**config.mk**
```make
export PLATFORM = sky130hd
export DESIGN_NAME = arm64_entry_instruction_relocator
export DESIGN_NICKNAME = d
export VERILOG_FILES = /design/src/hw/rtl/aeir_pkg.sv /design/src/hw/rtl/aeir_front.sv /design/src/hw/rtl/aeir_queue.sv /design/src/hw/rtl/aeir_back.sv /design/src/hw/rtl/arm64_entry_instruction_relocator.sv
export SDC_FILE = /design/constraint.sdc
export NUM_CORES = 1
export LEC_CHECK = 0
export CORE_MARGIN = 4
export CORE_UTILIZATION = 35
export CTS_BUF_LIST = sky130_fd_sc_hd__clkbuf_2 sky130_fd_sc_hd__clkbuf_4 sky130_fd_sc_hd__clkbuf_8
export DETAILED_ROUTE_END_ITERATION = 12
export DONT_BUFFER_PORTS = 1
export PLACE_DENSITY_LB_ADDON = 0.3
export REMOVE_ABC_BUFFERS = 1
export SLEW_MARGIN = 20
export SYNTH_ARGS = -nofsm -noshare
export SYNTH_HDL_FRONTEND = slang
export SYNTH_HIERARCHICAL = 1
export SYNTH_SLANG_ARGS = --single-unit
```
**constraint.sdc**
```tcl
create_clock -name clk -period 8.7 [get_ports clk]
set_input_delay 0.435 -clock clk [delete_from_list [all_inputs] [get_ports clk]]
set_output_delay 0.435 -clock clk [all_outputs]
set_load 0.03 [all_outputs]
```
**src/hw/rtl/aeir_pkg.sv**
```systemverilog
package aeir_pkg;

  // How an instruction is rebuilt in the trampoline body.
  typedef enum logic [1:0] {
    KIND_BRANCH = 2'd0,
    KIND_ADR    = 2'd1,
    KIND_COPY   = 2'd2,
    KIND_ERROR  = 2'd3
  } kind_t;

  // One classified item as it travels from the front to the back.
  typedef struct packed {
    kind_t       kind;
    logic [31:0] first_word;
    logic [63:0] target;
    logic [63:0] resume;
  } entry_t;

  // Fixed trampoline encodings.
  localparam logic [31:0] LDR_X17_LIT8 = 32'h5800_0051;
  localparam logic [31:0] LDR_LIT8     = 32'h5800_0040;
  localparam logic [31:0] BR_X17       = 32'hD61F_0220;
  localparam logic [31:0] B_PLUS_12    = 32'h1400_0003;

  // Decode masks and match values.
  localparam logic [31:0] ADR_MASK    = 32'h9F00_0000;
  localparam logic [31:0] ADR_MATCH   = 32'h1000_0000;
  localparam logic [31:0] ADRP_MATCH  = 32'h9000_0000;
  localparam logic [31:0] BR26_MASK   = 32'hFC00_0000;
  localparam logic [31:0] B_MATCH     = 32'h1400_0000;
  localparam logic [31:0] BL_MATCH    = 32'h9400_0000;
  localparam logic [31:0] BCOND_MASK  = 32'hFF00_0010;
  localparam logic [31:0] BCOND_MATCH = 32'h5400_0000;
  localparam logic [31:0] CB_MASK     = 32'h7E00_0000;
  localparam logic [31:0] CBZ_MATCH   = 32'h3400_0000;
  localparam logic [31:0] TBZ_MATCH   = 32'h3600_0000;
  localparam logic [31:0] LIT_MASK    = 32'h3B00_0000;
  localparam logic [31:0] LIT_MATCH   = 32'h1800_0000;

  // Index of the final word of the body for each kind.
  function automatic logic [2:0] last_index(kind_t k);
    logic [2:0] idx;
    case (k)
      KIND_BRANCH: idx = 3'd3;
      KIND_ADR:    idx = 3'd7;
      KIND_COPY:   idx = 3'd4;
      KIND_ERROR:  idx = 3'd0;
      default:     idx = 3'd0;
    endcase
    return idx;
  endfunction

endpackage

```
**src/hw/rtl/aeir_front.sv**
```systemverilog
module aeir_front (
  input  logic [31:0]      instruction,
  input  logic [63:0]      source_address,
  output aeir_pkg::entry_t entry
);

  logic        is_b;
  logic        is_adr;
  logic        is_adrp;
  logic        is_pcrel;
  logic [20:0] imm21;
  logic [63:0] base;
  logic [63:0] offset;

  // Decode the instruction class.
  assign is_b    = (instruction & aeir_pkg::BR26_MASK) == aeir_pkg::B_MATCH;
  assign is_adr  = (instruction & aeir_pkg::ADR_MASK) == aeir_pkg::ADR_MATCH;
  assign is_adrp = (instruction & aeir_pkg::ADR_MASK) == aeir_pkg::ADRP_MATCH;
  assign is_pcrel = is_b || is_adr || is_adrp
      || ((instruction & aeir_pkg::BR26_MASK) == aeir_pkg::BL_MATCH)
      || ((instruction & aeir_pkg::BCOND_MASK) == aeir_pkg::BCOND_MATCH)
      || ((instruction & aeir_pkg::CB_MASK) == aeir_pkg::CBZ_MATCH)
      || ((instruction & aeir_pkg::CB_MASK) == aeir_pkg::TBZ_MATCH)
      || ((instruction & aeir_pkg::LIT_MASK) == aeir_pkg::LIT_MATCH);

  assign imm21 = {instruction[23:5], instruction[30:29]};

  // Pick the base and the scaled, sign-extended offset for the one adder.
  always_comb begin
    if (is_b) begin
      base   = source_address;
      offset = {{36{instruction[25]}}, instruction[25:0], 2'b00};
    end else if (is_adrp) begin
      base   = {source_address[63:12], 12'h000};
      offset = {{31{imm21[20]}}, imm21, 12'h000};
    end else begin
      base   = source_address;
      offset = {{43{imm21[20]}}, imm21};
    end
  end

  // Build the queue entry.
  always_comb begin
    entry.target = base + offset;
    entry.resume = source_address + 64'd4;
    if (is_b) begin
      entry.kind       = aeir_pkg::KIND_BRANCH;
      entry.first_word = aeir_pkg::LDR_X17_LIT8;
    end else if (is_adr || is_adrp) begin
      entry.kind       = aeir_pkg::KIND_ADR;
      entry.first_word = aeir_pkg::LDR_LIT8 | {27'd0, instruction[4:0]};
    end else if (!is_pcrel) begin
      entry.kind       = aeir_pkg::KIND_COPY;
      entry.first_word = instruction;
    end else begin
      entry.kind       = aeir_pkg::KIND_ERROR;
      entry.first_word = 32'd0;
    end
  end

endmodule

```
**src/hw/rtl/aeir_queue.sv**
```systemverilog
module aeir_queue #(
  parameter int DEPTH = 2
) (
  input  logic             clk,
  input  logic             rst_n,
  input  logic             push,
  input  aeir_pkg::entry_t push_entry,
  output logic             full,
  input  logic             pop,
  output logic             head_valid,
  output aeir_pkg::entry_t head_entry
);

  localparam int AW = (DEPTH > 1) ? $clog2(DEPTH) : 1;
  localparam int CW = $clog2(DEPTH + 1);

  aeir_pkg::entry_t mem_r [DEPTH];
  logic [AW-1:0]    wr_ptr_r;
  logic [AW-1:0]    rd_ptr_r;
  logic [CW-1:0]    count_r;
  logic [AW-1:0]    wr_ptr_nxt;
  logic [AW-1:0]    rd_ptr_nxt;
  logic [CW-1:0]    count_nxt;
  logic             do_push;
  logic             do_pop;

  assign full       = count_r == CW'(DEPTH);
  assign head_valid = count_r != '0;
  assign head_entry = mem_r[rd_ptr_r];
  assign do_push    = push && !full;
  assign do_pop     = pop && head_valid;

  // Pointer and count updates with wrap at the depth.
  always_comb begin
    wr_ptr_nxt = wr_ptr_r;
    rd_ptr_nxt = rd_ptr_r;
    count_nxt  = count_r;
    if (do_push) begin
      wr_ptr_nxt = (wr_ptr_r == AW'(DEPTH - 1)) ? '0 : wr_ptr_r + AW'(1);
    end
    if (do_pop) begin
      rd_ptr_nxt = (rd_ptr_r == AW'(DEPTH - 1)) ? '0 : rd_ptr_r + AW'(1);
    end
    if (do_push && !do_pop) begin
      count_nxt = count_r + CW'(1);
    end else if (do_pop && !do_push) begin
      count_nxt = count_r - CW'(1);
    end
  end

  always_ff @(posedge clk) begin
    if (!rst_n) begin
      wr_ptr_r <= '0;
      rd_ptr_r <= '0;
      count_r  <= '0;
    end else begin
      wr_ptr_r <= wr_ptr_nxt;
      rd_ptr_r <= rd_ptr_nxt;
      count_r  <= count_nxt;
    end
  end

  // Entry storage needs no reset.
  always_ff @(posedge clk) begin
    if (do_push) begin
      mem_r[wr_ptr_r] <= push_entry;
    end
  end

endmodule

```
**src/hw/rtl/aeir_back.sv**
```systemverilog
module aeir_back (
  input  logic             clk,
  input  logic             rst_n,
  input  logic             head_valid,
  input  aeir_pkg::entry_t head_entry,
  output logic             pop,
  output logic             out_valid,
  input  logic             out_stall,
  output logic [31:0]      out_word,
  output logic [2:0]       out_word_index,
  output logic             out_last_word,
  output logic             out_status
);

  logic        out_valid_r;
  logic [31:0] word_r;
  logic [2:0]  index_r;
  logic        last_r;
  logic        status_r;
  logic [2:0]  cnt_r;
  logic [2:0]  cnt_nxt;
  logic [31:0] word_nxt;
  logic        last_nxt;
  logic        status_nxt;
  logic        load;
  logic        take;

  // The output register takes a new word when empty or being drained.
  assign load = !out_valid_r || !out_stall;
  assign take = load && head_valid;
  assign last_nxt   = cnt_r == aeir_pkg::last_index(head_entry.kind);
  assign status_nxt = head_entry.kind == aeir_pkg::KIND_ERROR;
  assign pop  = take && last_nxt;
  assign cnt_nxt = pop ? 3'd0 : cnt_r + 3'd1;

  // Select the body word for the current position.
  always_comb begin
    word_nxt = 32'd0;
    case (head_entry.kind)
      aeir_pkg::KIND_BRANCH: begin
        case (cnt_r)
          3'd0:    word_nxt = aeir_pkg::LDR_X17_LIT8;
          3'd1:    word_nxt = aeir_pkg::BR_X17;
          3'd2:    word_nxt = head_entry.target[31:0];
          default: word_nxt = head_entry.target[63:32];
        endcase
      end
      aeir_pkg::KIND_ADR: begin
        case (cnt_r)
          3'd0:    word_nxt = head_entry.first_word;
          3'd1:    word_nxt = aeir_pkg::B_PLUS_12;
          3'd2:    word_nxt = head_entry.target[31:0];
          3'd3:    word_nxt = head_entry.target[63:32];
          3'd4:    word_nxt = aeir_pkg::LDR_X17_LIT8;
          3'd5:    word_nxt = aeir_pkg::BR_X17;
          3'd6:    word_nxt = head_entry.resume[31:0];
          default: word_nxt = head_entry.resume[63:32];
        endcase
      end
      aeir_pkg::KIND_COPY: begin
        case (cnt_r)
          3'd0:    word_nxt = head_entry.first_word;
          3'd1:    word_nxt = aeir_pkg::LDR_X17_LIT8;
          3'd2:    word_nxt = aeir_pkg::BR_X17;
          3'd3:    word_nxt = head_entry.resume[31:0];
          default: word_nxt = head_entry.resume[63:32];
        endcase
      end
      default: word_nxt = 32'd0;
    endcase
  end

  // Control state: output valid and the position within the body.
  always_ff @(posedge clk) begin
    if (!rst_n) begin
      out_valid_r <= 1'b0;
      cnt_r       <= 3'd0;
    end else begin
      if (load) begin
        out_valid_r <= head_valid;
      end
      if (take) begin
        cnt_r <= cnt_nxt;
      end
    end
  end

  // Output payload.
  always_ff @(posedge clk) begin
    if (take) begin
      word_r   <= word_nxt;
      index_r  <= cnt_r;
      last_r   <= last_nxt;
      status_r <= status_nxt;
    end
  end

  assign out_valid      = out_valid_r;
  assign out_word       = word_r;
  assign out_word_index = index_r;
  assign out_last_word  = last_r;
  assign out_status     = status_r;

endmodule

```
**src/hw/rtl/arm64_entry_instruction_relocator.sv**
```systemverilog
// An accepted item goes into the queue; its first word is then loaded into the output register.
// One word per cycle leaves the output register while out_stall is low, so an item gives four words
// for B, eight for ADR or ADRP, five for a copied instruction and one for an unrelocatable one.
// The queue lets the next items be accepted while words are still being sent.
// Reset (rst_n low, synchronous) empties the queue, clears the word counter and out_valid.
module arm64_entry_instruction_relocator #(
  parameter int QUEUE_DEPTH = 2
) (
  input  logic        clk,
  input  logic        rst_n,
  input  logic        in_valid,
  output logic        in_stall,
  input  logic [31:0] in_instruction,
  input  logic [63:0] in_source_address,
  input  logic [63:0] in_trampoline_address,
  output logic        out_valid,
  input  logic        out_stall,
  output logic [31:0] out_word,
  output logic [2:0]  out_word_index,
  output logic        out_last_word,
  output logic        out_status
);

  aeir_pkg::entry_t front_entry;
  aeir_pkg::entry_t head_entry;
  logic             queue_full;
  logic             head_valid;
  logic             pop;

  // The body uses only PC-relative loads and branches and a register branch, so the trampoline start affects no word.
  aeir_front u_front (
    .instruction    (in_instruction),
    .source_address (in_source_address),
    .entry          (front_entry)
  );

  aeir_queue #(
    .DEPTH (QUEUE_DEPTH)
  ) u_queue (
    .clk        (clk),
    .rst_n      (rst_n),
    .push       (in_valid),
    .push_entry (front_entry),
    .full       (queue_full),
    .pop        (pop),
    .head_valid (head_valid),
    .head_entry (head_entry)
  );

  aeir_back u_back (
    .clk            (clk),
    .rst_n          (rst_n),
    .head_valid     (head_valid),
    .head_entry     (head_entry),
    .pop            (pop),
    .out_valid      (out_valid),
    .out_stall      (out_stall),
    .out_word       (out_word),
    .out_word_index (out_word_index),
    .out_last_word  (out_last_word),
    .out_status     (out_status)
  );

  assign in_stall = queue_full;

endmodule

```
==> reports/metrics.cfg <==
[sta]
fmax_ghz = 0.200
period_share_pct = 57.5
hold_viol = 0
worst_slew_pin_slew_ns = 1.18
setup_tns_ns = 0
report.final.slew_viol_count = 0
relSlewSlack_pct = 21.3
finalCriticalPeriod_ns = 5.00
fin_ws_ns = 3.70
hold-worst-slack_ns = 0.0451
skew_ns = 0.0337
finalSetupViolCount = 0
rsz0062_at_grt = false

[floorplanning]
pin_count = 203
die_height_um = 260
dieArea_um2 = 67700
die_x_um = 260
num_rows = 92
core_um2 = 63100
initial_core_util_pct = 35.3

[drt]
drtIter0Drc = 1957
route.vias.total = 16900
routed_wl_mm = 75.5
firstDrtPassIters = 8
remaining_drc_errors = 0
vias_per_cell = 5.82
wl_per_cell_um = 26.1
ant_nets = 0

[worst_setup_path]
worst-path-max-fanout = 29
arrival_ns = 5.39
crit_required_ns = 9.09
critPathLaunch = in_instruction[27]
cp-end-kind = flip-flop
start_kind = primary input
crit_type = primary input to flip-flop

[global_route]
grt_pass1_wl_mm = 108
grt_max_degree = 164
grt_pass1_vias = 16500
antenna_found_initial = 3
grt-ovfl-total = 0
grt_usage_pct = 21.6

[pwr]
swShare_pct = 37.2
p_switching_mw = 2.55
internal_power_mw = 4.30
leakage_nw = 8.85
powerDensity_nw_per_um2 = 272
pwr-share-seq_pct = 40.6
p_clk_share_pct = 25.2
ir_worst_vdd_v = 0.000168
combPwrFrac_pct = 34.2

[cells_and_area]
final_area_um2 = 25200
area_growth_pct = 13.0
mostFrequentLayoutCells = edfxtp_1, nand2_1, a21oi_1
final_common_cell = edfxtp_1
drive_gt1_share_pct = 18.1
stdcell_count = 2895
final_nets = 2237

[yosys]
synth.distinct_cells = 80
ys.flop_type = edfxtp_1
synth.area.mux_share_pct = 10.7
yosys.area_share.xor_xnor_pct = 4.86
synth_top_area_share_pct = 48.7
syn_area_per_cell_um2 = 11.5
synthSimpleGateAreaFrac_pct = 11.6
async_reset_ff_share_pct = 0
synth_seq_cells = 370
synth_top_family_by_area = compound AO/OA/AOI/OAI gates
yosysWarnings = 6
syn_inst = 1938
synth_compound_area_share_pct = 15.6
synth_edf_count = 361
synth_top_area_cell = edfxtp_1
synth.area.top_cells = edfxtp_1, mux2_4, mux2_2
synth-adder-area-share_pct = 4.58
ys_seq_area_share_pct = 49.5
synth_area_um2 = 22300

[clock_tree]
postCtsSetupRepairBufs = 0
clock_latency_ns = 0.65
cts_htree_levels = 3
cts_made_buffers = 69
path_clk_slew_ns = 0.06
cts_tree = built
cts-root-buf = clkbuf_8
ctsLongestPathBuffers = 3
clock_sinks = 370

[outcome]
status = finished clean

[placed_design]
portBuffers = 0
place_area_um2 = 23000
dp_cells = 2694
place_congestion = 0.926
dp_hpwl_mm = 51.6
place_ws_ns = 3.15

[hold_path]
min_from = in_instruction[12]
hold_class = primary input to flip-flop

[run]
cap_violations = 0

## power by group through the flow
| stage | Sequential, mW | Clock, mW | Combinational (mW) |
|---|---|---|---|
| final | 2.78 | 1.73 | 2.35 |
| after global routing | 2.81 | 1.85 | 2.47 |
| after CTS | 2.78 | 1.77 | 2.32 |
| after detailed placement | 2.82 | 0 | 2.26 |
| after global placement | 2.80 | 0 | 2.23 |
| after floorplan | 2.88 | 0 | 1.53 |
## flip-flops by register name, indices dropped and copies added (netlist names), named ones only
name                   count
u_queue/mem_r            324
u_back/out_word           32
u_back/cnt_r               3
u_back/out_word_index      3
u_queue/count_r            2
u_back/out_last_word       1
u_back/out_status          1
u_back/out_valid           1
u_queue/rd_ptr_r           1
u_queue/wr_ptr_r           1
## final cells by class
cell class	count	area, um^2
Antenna cell	1	2.50
Clock buffer	88	1120
Clock inverter	39	287
Fill cell	6099	37900
Inverter	33	124
Multi-Input combinational cell	1421	10600
Sequential cell	370	11000
Tap cell	846	1060
Timing Repair Buffer	97	928
## final timing paths
check             depth (start not counted)               endpoint  slack (ns)
setup / recovery                         15  u_queue/mem_r[0][120]        3.70
hold / removal                            1  u_queue/mem_r[1][140]        0.05
setup reg to reg                          7    u_back/out_word[24]        4.89
hold reg to reg                           2     u_queue/count_r[1]        0.52
## worst max-delay path, cell delays in order
cell,delay (ns)
nand2b_1,0.16
nor4_1,0.39
nand2_1,0.70
and2_1,0.43
ha_1,0.25
fa_1,0.42
a21oi_1,0.21
o21ai_1,0.13
nand3_1,0.18
a21oi_1,0.19
a21oi_1,0.41
o21ai_1,0.31
a221o_1,0.51
and2_1,0.22
a311oi_1,0.43
## metal layers
layer | track usage (%) | up-vias | part of all wire [%]
li1 | - | 7538 | -
met1 | 27.1 | 8234 | 40
met2 | 35.0 | 889 | 47
met3 | 5.95 | 189 | 8.8
met4 | 9.41 | 0 | 4.8
met5 | 0 | - | 0
## cell families (layout without fill, tap and decap cells)
| family | count (synthesis) | count (layout) |
|---|---|---|
| compound gates | 518 | 518 |
| other cells | 0 | 1 |
| buf+inv | 147 | 257 |
| flops | 370 | 370 |
| simple gates | 515 | 515 |
| fa+ha+maj | 81 | 81 |
| xor+xnor | 122 | 122 |
| mux | 185 | 185 |
## cell usage after synthesis, drive strengths merged, types with 19 or more instances
master and number:
o21bai 22, o221ai 20, edfxtp 361, a22o 24, ha 80, a21o 37
mux2 184, inv 32, nor2 98, nand3 45, buf 47, o21ai 94
and2 52, a221o 19, clkbuf 67, a31oi 31, a222oi 22, a21oi 143
xor2 38, nand2 189, xnor2 83, nand4 29
## stage by stage
step	utilization, %	power (mW)
after CTS	39.8	6.88
after global placement	36.5	5.04
after global routing	39.9	7.14
after detailed placement	36.5	5.08
final	39.9	6.85
after floorplan	-	4.41
## what timing repair did
action	in CTS	in global routing
hold buffers	72	0
endpoints found under the hold margin	145	0
gates resized for setup	0	0
Power figures use the tool's default switching activity.
